<file path="config.mk">
export PLATFORM = sky130hd
export DESIGN_NAME = cbq_cell
export DESIGN_NICKNAME = d
export VERILOG_FILES = /design/src/hdl/cbq_pkg.sv /design/src/hdl/cbq_cell.sv
export SDC_FILE = /design/constraint.sdc
export NUM_CORES = 1
export LEC_CHECK = 0
export ABC_CLOCK_PERIOD_IN_PS = 3000
export BUFFER_PORTS_ARGS = -buffer_cell sky130_fd_sc_hd__buf_2
export CORE_MARGIN = 3
export CORE_UTILIZATION = 45
export CTS_BUF_LIST = sky130_fd_sc_hd__clkbuf_4 sky130_fd_sc_hd__clkbuf_8
export DETAILED_ROUTE_END_ITERATION = 7
export GPL_ROUTABILITY_DRIVEN = 1
export PLACE_DENSITY = 0.8
export SLEW_MARGIN = 10
export SYNTH_ARGS = -nofsm -noshare
export SYNTH_HDL_FRONTEND = slang
export SYNTH_SLANG_ARGS = --single-unit
</file>
<file path="constraint.sdc">
create_clock -name clk -period 3 [get_ports clk]
set_clock_uncertainty 0.1 [all_clocks]
set_input_delay 0.15 -clock clk [delete_from_list [all_inputs] [get_ports clk]]
set_output_delay 0.15 -clock clk [all_outputs]
set_load 0.01 [all_outputs]
</file>
<file path="src/hdl/cbq_pkg.sv">
// Shared types and constants for the circular byte queue.
`timescale 1ns / 1ps
`default_nettype none
package cbq_pkg;

  // Request codes.
  localparam logic [1:0] REQ_QUERY = 2'd0;
  localparam logic [1:0] REQ_ENQ   = 2'd1;
  localparam logic [1:0] REQ_DEQ   = 2'd2;

  // Status codes.
  localparam logic [1:0] ST_OK    = 2'd0;
  localparam logic [1:0] ST_FULL  = 2'd1;
  localparam logic [1:0] ST_EMPTY = 2'd2;

  // Byte reported when nothing is dequeued.
  localparam logic [7:0] SPACE_CHAR = 8'd32;

  // Identity values of the min and max scan.
  localparam logic [7:0] MIN_INIT = 8'hFF;
  localparam logic [7:0] MAX_INIT = 8'h00;

  typedef struct packed {
    logic [1:0] req_type;
    logic [7:0] value;
  } req_t;

  typedef struct packed {
    logic [1:0] status;
    logic [7:0] popped;
    logic       found;
    logic [7:0] min_value;
    logic [7:0] max_value;
    logic [3:0] fill;
  } rsp_t;

  // Running search result handed from cell to cell.
  typedef struct packed {
    logic       found;
    logic [7:0] min_value;
    logic [7:0] max_value;
  } acc_t;

  // Per-cell control from the queue controller.
  typedef struct packed {
    logic shift;
    logic load;
    logic live;
  } cell_ctrl_t;

endpackage
`default_nettype wire

</file>
<file path="src/hdl/cbq_cell.sv">
// One queue cell: holds a byte and folds it into the passing search result.
`timescale 1ns / 1ps
`default_nettype none
module cbq_cell (
  input  wire logic               clk,
  input  wire cbq_pkg::cell_ctrl_t ctrl,
  input  wire logic [7:0]         key,
  input  wire logic [7:0]         right_data,
  output logic [7:0]              data,
  input  wire cbq_pkg::acc_t      acc_in,
  output cbq_pkg::acc_t           acc_out
);

  cbq_pkg::acc_t acc_next;

  // Fold the held byte into the running result when it is a queued item.
  always_comb begin
    acc_next = acc_in;
    if (ctrl.live) begin
      if (data == key) begin
        acc_next.found = 1'b1;
      end
      if (data < acc_in.min_value) begin
        acc_next.min_value = data;
      end
      if (data > acc_in.max_value) begin
        acc_next.max_value = data;
      end
    end
  end

  // A dequeue moves every byte one cell toward the head; an enqueue loads the key.
  always_ff @(posedge clk) begin
    if (ctrl.shift) begin
      data <= right_data;
    end else if (ctrl.load) begin
      data <= key;
    end
    acc_out <= acc_next;
  end

endmodule
`default_nettype wire
</file>
==> flow_results.org, run 1 <==
** Route
- After detailed routing, the number of vias per cell comes to 5.21.
- Residual antenna-violating net count after detailed routing :: 0
- First-pass detailed-route iteration total :: 4
- Wire length reported by the detailed router :: 3.24 mm
- DRC violations left :: 0
- Wire per inst :: 14.3 um
- Total number of vias :: 1177
- Iteration-0 DRC Markers :: 37

** Clocking
- In this run the number of H-tree levels came out at 1.
- Number of sinks driven by the clock tree :: 25
- Worst-path clk slew :: 0.14 ns
- Post-CTS repair changed the size of 0 cells.
- The longest clock path from root to sink contains 2 buffers.
- TritonCTS built the clock tree.
- Skew-Pair Late Insertion Delay :: 0.32 ns
- TritonCTS buffer count :: 3
- The root buffer cell chosen for the clock tree is sky130_fd_sc_hd__clkbuf_4.
- Buffers added to address setup during post-CTS repair amount to 0.

** Synth
- Synthesis produced a netlist with a net count of 165.
- After synthesis, flip-flops and latches occupy 42.7% of the total area.
- Synthesis produced a netlist whose cell count is 113.
- Counting flops with a built-in enable in the synthesized netlist gives 8.
- Counting flops and latches in the post-synthesis netlist gives 25.
- The mapped netlist covers 0.00136 mm2.
- During synthesis, Yosys emitted a total of 0 warnings.
- Most used flip-flop cell after synthesis :: sky130_fd_sc_hd__dfxtp_1
- For this run, asynchronously set or reset flops after synthesis account for 0%.
- Average instance area after synthesis :: 12.0 um2
- Synthesis instantiated 29 different standard cells from the library.

** Final layout
- The number of antenna diodes in the final layout is 0.
- The finished layout holds 226 standard cells, fillers aside.
- The multi-input combinational cells in the finished layout cover a total of 719 um2.
- Sequential standard cell area :: 581 um2
- Layout cell share with drive strength beyond 1 :: 47.7%
- Fin nets :: 248
- With fillers left out, the area of the finished cells amounts to 0.00191 mm2.
- The library cell used most frequently in the layout, excluding fill and tap cells, is sky130_fd_sc_hd__buf_2.
- After filler insertion, the fill cell instance count of the layout stands at 216.
- Commonest cells after routing, fill and taps aside :: sky130_fd_sc_hd__buf_2, sky130_fd_sc_hd__mux2_2, sky130_fd_sc_hd__dlygate4sd3_1, sky130_fd_sc_hd__dfxtp_1
- P&R area growth vs syn :: 40.5%

** Worst setup path
- Reg2Reg Launch Point :: data[7]
- In this run the critical register-to-register path is captured at acc_out[15].
- Kind of critical path :: flip-flop to flip-flop
- Register-to-Register Setup Slack :: 0.63 ns
- Along the worst path, the maximum fanout reaches 8.
- Data on the critical path is required at its endpoint by 3.12 ns.
- For the worst flop-to-flop path, the logic depth is 5.
- At the worst endpoint, the arrival time is 2.49 ns.
- The worst setup path is launched from a flip-flop.
- STA classifies the critical path endpoint as a flip-flop.

** Pwr
- Standby leakage power :: 0.941 nW
- In this run the power density over the cells is 442 mW/mm2.
- Overall power consumption :: 0.845 mW
- Max rail drop VDD :: 0.000280 V

** STA
- Setup repair after global routing left no endpoint under its margin.
- The worst path meets setup with 0.631 ns of slack.
- Derived from the worst setup path, the maximum achievable clock frequency is 0.422 GHz.
- For the pin with the worst max-slew slack, the measured transition is 0.477 ns.
- Fin crit period :: 2.37 ns
- Max-slew violation count :: 0
- Finish-stage setup viols :: 0
- In the final timing run, aggregate negative setup slack is 0 ns.
- Dividing the final minimum period by the clock period gives 79.0%.
- Measured against its own limit, the worst slew margin works out to 68.2%.
- The count of endpoints failing hold in the final timing report came to 0.

** Placed design
- Cells after DPL :: 204
- Routability-driven placement finished with a final weighted congestion of 0.802.
- DP Worst Slack :: 0.641 ns
- Input and output buffers added on the ports amount to 61.
- In this run the cell area measured after placement is 0.00170 mm2.
- After legalization and detailed placement, the total HPWL measured 2.51 mm.

** Global route
- Maximum number of pins on one net before global-route repair :: 14
- The number of antenna violations at the first check in global routing was 0.
- Total GRT Usage :: 19.1%
- First-pass GRT wire length :: 5.25 mm
- The via count of the first global-routing pass came to 1182.
- Summed over all layers, the global routing overflow is 0.

** Flow run
- The tool flagged a number of max-cap violations equal to 0.

** Die
- Once the floorplan was initialized, standard cells occupied 48.1% of the core.
- In this run the count of I/O pins placed on the die edge is 62.
- Core Box Area :: 0.00283 mm2
- Die area :: 0.00372 mm2
- Overall die height :: 61.0 um
- In this run the core area contains 19 standard-cell rows.
- Die width :: 61.0 um

** Worst hold path
- The worst hold path begins at right_data[5].
- Worst hold path endpoint :: data[5]
- Worst min-delay path category :: primary input to flip-flop
- The worst hold path was traced through 2 stages.

** Outcome
- The run finished with clean final reports.
[worst max-delay path by stage]
stage | start | end | slack, ns | cells past startpoint
floorplan | data[7] | acc_out[10] | 0.79 | 5
global placement | data[7] | acc_out[9] | 0.70 | 5
detailed placement | data[6] | acc_out[15] | 0.64 | 5
CTS | data[7] | acc_out[15] | 0.63 | 5
global route | data[6] | acc_out[11] | 0.55 | 5
finish | data[7] | acc_out[15] | 0.63 | 5
[metrics by stage]
step,util (%),hold slack (ns)
2_1_floorplan,-,0.144
3_3_place_gp,60.1,0.251
3_5_place_dp,60.1,0.252
4_1_cts,67.2,0.00673
5_1_grt,67.5,0.0118
6_report,67.5,0.0241
[registers in the layout, summed over array words and instances (netlist names)]
name / flops
acc_out: 17
data: 8
[where the power goes]
| part | internal [mW] | total, mW | switching (mW) |
|---|---|---|---|
| Sequential | 0.393 | 0.425 | 0.0316 |
| Combinational | 0.140 | 0.259 | 0.118 |
| Clock | 0.0611 | 0.162 | 0.101 |
| Total | 0.594 | 0.845 | 0.251 |
[routing by layer]
metal / wire length (um) / GRT usage (%)
met5: 0 / 0
met3: 225 / 4.47
met1: 1280 / 22.1
met2: 1640 / 32.2
met4: 91 / 10.5
[worst max-delay path, stage by stage, from the launching register on]
cell and delay (ns):
sky130_fd_sc_hd__edfxtp_1 0.52, sky130_fd_sc_hd__ha_1 0.37, sky130_fd_sc_hd__and3_4 0.20, sky130_fd_sc_hd__a221o_1 0.38, sky130_fd_sc_hd__a31oi_4 0.31, sky130_fd_sc_hd__mux2_2 0.38
[cells by family after synthesis]
family                     share of synthesized area [%]
DFF                                                 42.7
muxes                                               19.9
buffers and inverters                               4.42
adders and majority gates                           13.8
AOI/OAI and AO/OA                                   9.02
and+or+nand+nor                                     5.06
xor gates and xnor gates                            5.15
[cell usage after synthesis, drive strengths merged (2+ instances only)]
master / count / area (um2)
mux2: 24 / 270
edfxtp: 8 / 240
dfxtp: 17 / 340
nand4: 2 / 12.5
a21oi: 4 / 20.0
xor2: 7 / 61.3
inv: 15 / 56.3
o21ai: 2 / 10.0
ha: 15 / 188
[layout make-up]
cell class                 count  area share (%)
timing repair buffer          79            25.4
inverter                      15            2.95
sequential                    25            30.4
multi-input combinational     72            37.7
tap                           31            2.03
clock buffer                   4            1.57
[what timing repair did]
action                                  CTS  global route
hold buffers                             17             1
endpoints found under the setup margin    0             0
hold endpoints to repair                 17             1
Note: power is estimated with default switching activity, not from simulation.
==> run 2, diff against run 1 <==
- ABC_CLOCK_PERIOD_IN_PS: 3000 -> 2300
- clock period: 3 -> 2.3 ns (I/O delays scaled with it)
==> run 2 against run 1 <==
  * Total power rose by 35%
  * Global-route usage rose by 0.37 points
  * Combinational power rose by 47%
  * Clock power rose by 34%
  * Register-to-register slack got worse by 0.56 ns
  * First-iteration DRC count rose by 27%
  * Final area rose by 7.3%
  * Critical path depth rose by 3
  * Non-clock buffer count rose by 14
  * Sequential share of layout area fell by 2.1 points
  * Largest power group unchanged
==> flow_results.org, run 2 (synthesis results as in run 1) <==
** Final layout
- The register with the most flip-flops in the layout has 17 of them.
- After the last flow step, the layout net total stands at 262.
- P&R area growth vs syn :: 50.8%
- Ranked by flip-flop count, first place goes to acc_out.
- Number of diodes :: 0
- Most frequent standard cell in the layout excluding fill and tap cells :: sky130_fd_sc_hd__buf_2
- Final instance area :: 0.00205 mm2
- Cells with a size suffix above 1 make up 46.9% of the layout.
- Commonest cells after routing, fill and taps aside :: sky130_fd_sc_hd__buf_2, sky130_fd_sc_hd__dlygate4sd3_1, sky130_fd_sc_hd__mux2_2, sky130_fd_sc_hd__dfxtp_1
- In the final layout, the registers with the most flip-flops are acc_out x17, data x8.

** STA
- Max-slew headroom :: 78.5%
- RSZ-0062 raised after global routing :: yes
- Setup WS post-layout :: 0.0679 ns
- Dividing the final minimum period by the clock period gives 97.0%.
- The number of max-slew violations in the final report was 0.
- Setup violations remaining at the end of the flow were counted as 0.
- Transition time at the pin with the least slew margin :: 0.322 ns
- The smallest clock period supported by the final layout is computed as 2.23 ns.
- FMAX :: 0.448 GHz
- The count of endpoints failing hold in the final timing report is 0.

** Pwr
- Net switching power :: 0.341 mW
- Power share of the combinational group :: 33.4%
- For this design the static power due to leakage is 1.01 nW.
- Sequential cells burn 47.7% of the power.
- Per report_power, the clock group accounts for 18.9% of the total.
- Ratio of total power to cell area :: 558 mW/mm2
- Of the total power, the share spent switching nets is 29.8%.
- Max rail drop VDD :: 0.000435 V
- Internal Dissipation :: 0.803 mW

** Clocking
- In this run the deepest clock path goes through 2 buffers.
- TritonCTS clock tree :: built
- The tree is rooted in a sky130_fd_sc_hd__clkbuf_4.
- CTS built an H-tree with a depth of 1.
- Gates resized during post-CTS repair numbered 0.
- TritonCTS buffer count :: 3
- After clock tree synthesis, the clock-pin slew on the worst setup and hold paths is 0.14 ns.
- Number of sinks driven by the clock tree :: 25
- The clock reaches the later pin of the worst-skew pair after 0.32 ns.

** Global route
- The layer flagged by global routing as most heavily used is met2.
- Across every metal layer, demand over resource in global routing totals 19.4%.
- Maximum number of pins on one net before global-route repair :: 14
- In the global route stage, met3 resource usage came out at 4.47%.
- Number of global-route vias before repair :: 1236
- Number of antenna violations at the first check in global routing :: 0
- Global routing consumed, on the met1 layer, 23.3% of the routing resources.
- The first global-routing pass estimated 5.35 mm of wire.
- Met2 capacity usage during global routing :: 33.1%
- After global routing the overflow that remains totals 0.

** Flow run
- Max-cap violation count :: 0

** Route
- For this run, design rule violations remaining after detail routing come to 0.
- Total number of vias :: 1214
- Iteration-0 DRC Markers :: 47
- Residual antenna-violating net count after detailed routing :: 0
- Wire per inst :: 14.5 um
- Wire length reported by the detailed router :: 3.48 mm
- First-pass detailed-route iteration total :: 5
- Dividing the detail-routed via count by the number of cells gives 5.06.

** Die
- From left edge to right edge, the die measures 61.0 um.
- Core Box Area :: 0.00283 mm2
- The die covers 0.00372 mm2.
- Ports :: 62
- For this configuration, the core starts out at a cell density of 48.1%.
- Number of rows in the core area :: 19
- Overall die height :: 61.0 um

** Worst hold path
- The min-delay analysis places its worst path in the category primary input to flip-flop.
- Worst Hold Path Cells :: 2

** Placed design
- Port buffering added 61 buffers.
- The wire-length estimate of the detail-placed layout is 2.54 mm.
- Placer Congestion :: 0.836
- DP Worst Slack :: 0.0669 ns
- In this run the cell area measured after placement is 0.00173 mm2.

** Worst setup path
- Crit end category :: flip-flop
- The worst register-to-register path has a setup slack of 0.07 ns.
- Critical R2R Capture :: acc_out[13]
- The worst register-to-register path begins at data[7].
- Endpoint arrival time on the critical path :: 2.36 ns
- Kind of critical path :: primary input to flip-flop
- Following the worst setup path forward leads to its endpoint at acc_out[13].
- CP startpoint :: acc_in[15]
- Critical path startpoint category :: primary input
- The worst register-to-register path has a depth of 5.
- Of all nets on the critical path, the largest fanout is 8.
- STA puts the critical path data required time at 2.43 ns.

** Outcome
- Run status :: finished clean
-- run 2: repair_timing --
item | CTS | global route
endpoints found under the setup margin | 0 | 12
hold buffers | 26 | 1
setup buffers | 0 | 1
hold endpoints to repair | 25 | 1
-- run 2: metrics by stage --
| stage | power [mW] | hold slack [ns] | setup TNS [ns] | std cells | util [%] |
|---|---|---|---|---|---|
| 5_1_grt | 1.21 | 0.00107 | -0.00137 | 240 | 72.5 |
| 2_1_floorplan | 0.746 | 0.109 | 0 | 113 | - |
| 3_5_place_dp | 0.888 | 0.218 | 0 | 208 | 61.2 |
| 4_1_cts | 1.13 | 0.00623 | 0 | 238 | 71.4 |
| 6_report | 1.14 | 0.0133 | 0 | 240 | 72.5 |
| 3_3_place_gp | 0.871 | 0.206 | 0 | 208 | 61.2 |
-- run 2: per-layer routing --
layer | vias up | part of all wire [%] | routed length, um
li1 | 596 | - | -
met1 | 568 | 42 | 1450
met2 | 44 | 51 | 1790
met3 | 6 | 5.4 | 187
met4 | 0 | 1.6 | 57
met5 | - | 0 | 0
-- run 2: worst min-delay path by stage --
stage	startpoint	to	slack, ns
5_1_grt	key[0]	data[0]	0.001
3_3_place_gp	acc_in[16]	acc_out[16]	0.21
4_1_cts	key[3]	data[3]	0.006
2_1_floorplan	acc_in[16]	acc_out[16]	0.11
3_5_place_dp	acc_in[16]	acc_out[16]	0.22
6_report	key[7]	data[7]	0.01
-- run 2: power groups by stage --
stage,registers [mW],logic (mW),clock network [mW]
5_1_grt,0.551,0.421,0.238
4_1_cts,0.545,0.370,0.218
3_5_place_dp,0.554,0.334,0
6_report,0.545,0.382,0.217
3_3_place_gp,0.551,0.320,0
2_1_floorplan,0.582,0.164,0
-- run 2: worst max-delay path: stages --
cell and delay (ns):
sky130_fd_sc_hd__dlygate4sd3_1 0.53, sky130_fd_sc_hd__buf_2 0.11, sky130_fd_sc_hd__inv_1 0.04, sky130_fd_sc_hd__ha_1 0.31
sky130_fd_sc_hd__and3_4 0.20, sky130_fd_sc_hd__a221o_1 0.37, sky130_fd_sc_hd__a31oi_4 0.30, sky130_fd_sc_hd__mux2_2 0.38
-- run 2: final cells by class --
cell class	count	area [um2]
fillers	209	778
multi-input cells	72	719
repair buffers	93	626
flip-flops and latches	25	581
inverters	15	56.3
well taps	31	38.8
clock buffers	4	30.0
==> run 3, diff against run 2 <==
- RECOVER_POWER: not set -> 25
==> run 3 against run 2 <==
  * Combinational power barely moved
  * Critical path depth fell by 3
  * Sequential share of layout area barely moved
  * Highest routed layer unchanged
  * First-iteration DRC count did not move
  * Via count fell by 0.16%
  * Clock-buffer cell count did not move
  * Maximum frequency barely moved
  * Total power fell by 0.11%
==> flow_results.org, run 3 (synthesis results as in run 1) <==
** Outcome
- The flow ran to the end, and the final reports show no timing, DRC or antenna violations.

** Die
- Core Box Area :: 0.00283 mm2
- In this run the vertical extent of the chip is 61.0 um.
- Ports :: 62
- The initialized floorplan defines 19 standard-cell rows.
- Initial cell density of the core :: 48.1%
- The die covers 0.00372 mm2.
- Die width :: 61.0 um

** Route
- Total number of vias :: 1212
- Vias per Instance :: 5.05
- For this run, design rule violations remaining after detail routing come to 0.
- In this run, the number of DRC markers left after iteration 0 of detailed routing was 47.
- After detailed routing, the average wire length per cell comes to 14.5 um.
- For this block, the routed nets add up to 3.48 mm of wire.
- Residual antenna-violating net count after detailed routing :: 0
- First-pass detailed-route iteration total :: 5

** Worst setup path
- Critical path startpoint category :: flip-flop
- On the worst path, the slowest cell contributes a delay of 0.49 ns.
- STA classifies the critical path endpoint as a flip-flop.
- For the worst setup path, the data required time is 2.43 ns.
- Endpoint arrival time on the critical path :: 2.36 ns
- The worst setup path is of the flip-flop to flip-flop kind.
- The signal on the critical path passes through ha_1 -> and3_4 -> a221o_1 -> a31oi_4 -> mux2_2.
- Worst path slowest cell :: sky130_fd_sc_hd__edfxtp_1
- Critical path peak fanout :: 8
- On the critical path the largest part of the delay comes from compound AO/OA/AOI/OAI gates.
- Counting both buffers and inverters, the worst setup path holds a total of 0.

** STA
- The count of endpoints failing hold in the final timing report came to 0.
- RSZ-0062 raised after global routing :: yes
- Max-slew violation count :: 0
- Setup violations remaining at the end of the flow were counted as 0.
- Derived from the worst setup path, the maximum achievable clock frequency is 0.448 GHz.
- After layout, the minimum clock period comes to 2.23 ns.
- The worst path meets setup with 0.0677 ns of slack.
- Final hold analysis gives a worst-case slack of 0.0130 ns.
- Tcrit/Tclk final :: 97.1%
- Measured against its own limit, the worst slew margin works out to 59.3%.
- Setup tns final :: 0 ns
- Transition time at the pin with the least slew margin :: 0.610 ns

** Clocking
- The clock reaches the later pin of the worst-skew pair after 0.32 ns.
- Post_cts resized :: 0
- Number of H-tree branching levels :: 1
- Number of sinks driven by the clock tree :: 25
- Buffers inserted during clock tree synthesis total 3.
- TritonCTS clock tree :: built
- Worst-path clk slew :: 0.14 ns
- Maximum clock path buffer count :: 2
- CTS root buffer :: sky130_fd_sc_hd__clkbuf_4

** Placed design
- PortBufs :: 61
- DP Worst Slack :: 0.0669 ns
- The wire-length estimate of the detail-placed layout is 2.54 mm.
- Placer Congestion :: 0.836

** Final layout
- Biggest registers after layout :: acc_out x17, data x8
- Fin nets :: 262
- In the final layout, the share of cells above drive strength 1 is 45.5%.
- Compared with the post-synthesis result, the final layout area differs by 50.6%.
- Commonest cells after routing, fill and taps aside :: sky130_fd_sc_hd__buf_2, sky130_fd_sc_hd__dlygate4sd3_1, sky130_fd_sc_hd__mux2_2, sky130_fd_sc_hd__dfxtp_1
- Register name with the most flops :: acc_out
- Summing all multi-input logic gate instances after layout gives 719 um2.
- The library cell used most frequently in the layout, excluding fill and tap cells, is sky130_fd_sc_hd__buf_2.
- Number of diodes :: 0
- The register with the most flip-flops in the layout has 17 of them.
- The layout has 211 filler cells.
- Registers take 581 um2.

** Global route
- The number of antenna violations at the first check in global routing is 0.
- GRT Residual Overflow :: 0
- Maximum number of pins on one net before global-route repair :: 14
- Number of global-route vias before repair :: 1236
- First-pass GRT wire length :: 5.35 mm
- Total GRT Usage :: 19.4%

** Pwr
- The worst-case IR drop observed on VDD is 0.000435 V.
- For this design the ratio of total power to cell area is 558 mW/mm2.
- For this design the static power due to leakage is 1.00 nW.

** Flow run
- Max-cap violation count :: 0

** Worst hold path
- The tightest min-delay check is of the primary input to flip-flop type.
## run 3: cell types whose count changed in the layout (fill, tap and decap cells not counted), sizes merged
| cell | change |
|---|---|
| clkbuf | +2 |
| buf | -2 |
## run 3: per-layer routing
layer	routed length [um]	global-route usage, %	vias to the layer above
met5	0	0	-
met4	57	8.36	0
li1	-	-	596
met1	1470	23.3	568
met2	1780	33.1	42
met3	181	4.47	6
## run 3: cell type report
type / instances / area share (%)
sequential: 25 / 28.3
timing repair buffer: 93 / 30.4
tap: 31 / 1.89
multi-input combinational: 72 / 35.1
clock buffer: 4 / 1.47
inverter: 15 / 2.75
## run 3: power breakdown
part	internal, mW	switching (mW)	total (mW)
clock network	0.0798	0.136	0.216
registers	0.513	0.0329	0.545
logic	0.210	0.171	0.381
total	0.802	0.340	1.14
## run 3: repair_timing
action | 4_1_cts | 5_1_grt
hold buffers | 26 | 1
endpoints found under the setup margin | 0 | 12
buffers inserted | 0 | 1
hold endpoints to repair | 25 | 1
## run 3: path summary, 6_finish.rpt
kind,from,end,slack (ns),depth (start not counted)
hold reg to reg,data[1],acc_out[1],0.59,2
hold / removal,key[7],data[7],0.01,2
setup / recovery,data[5],acc_out[13],0.07,5
setup reg to reg,data[5],acc_out[13],0.07,5
## run 3: metrics by stage
| step | cell area [um2] | cells | total power [mW] | utilization (%) |
|---|---|---|---|---|
| 2_1_floorplan | 1360 | 113 | 0.746 | - |
| 3_3_place_gp | 1730 | 208 | 0.871 | 61.2 |
| 3_5_place_dp | 1730 | 208 | 0.888 | 61.2 |
| 4_1_cts | 2020 | 238 | 1.13 | 71.4 |
| 5_1_grt | 2050 | 240 | 1.21 | 72.4 |
| 6_report | 2050 | 240 | 1.14 | 72.4 |
## run 3: worst register-to-register path, cell delays in order (launching register included)
cell and delay, ns:
sky130_fd_sc_hd__edfxtp_1 0.49, sky130_fd_sc_hd__ha_1 0.33, sky130_fd_sc_hd__and3_4 0.16, sky130_fd_sc_hd__a221o_1 0.37, sky130_fd_sc_hd__a31oi_4 0.30, sky130_fd_sc_hd__mux2_2 0.38
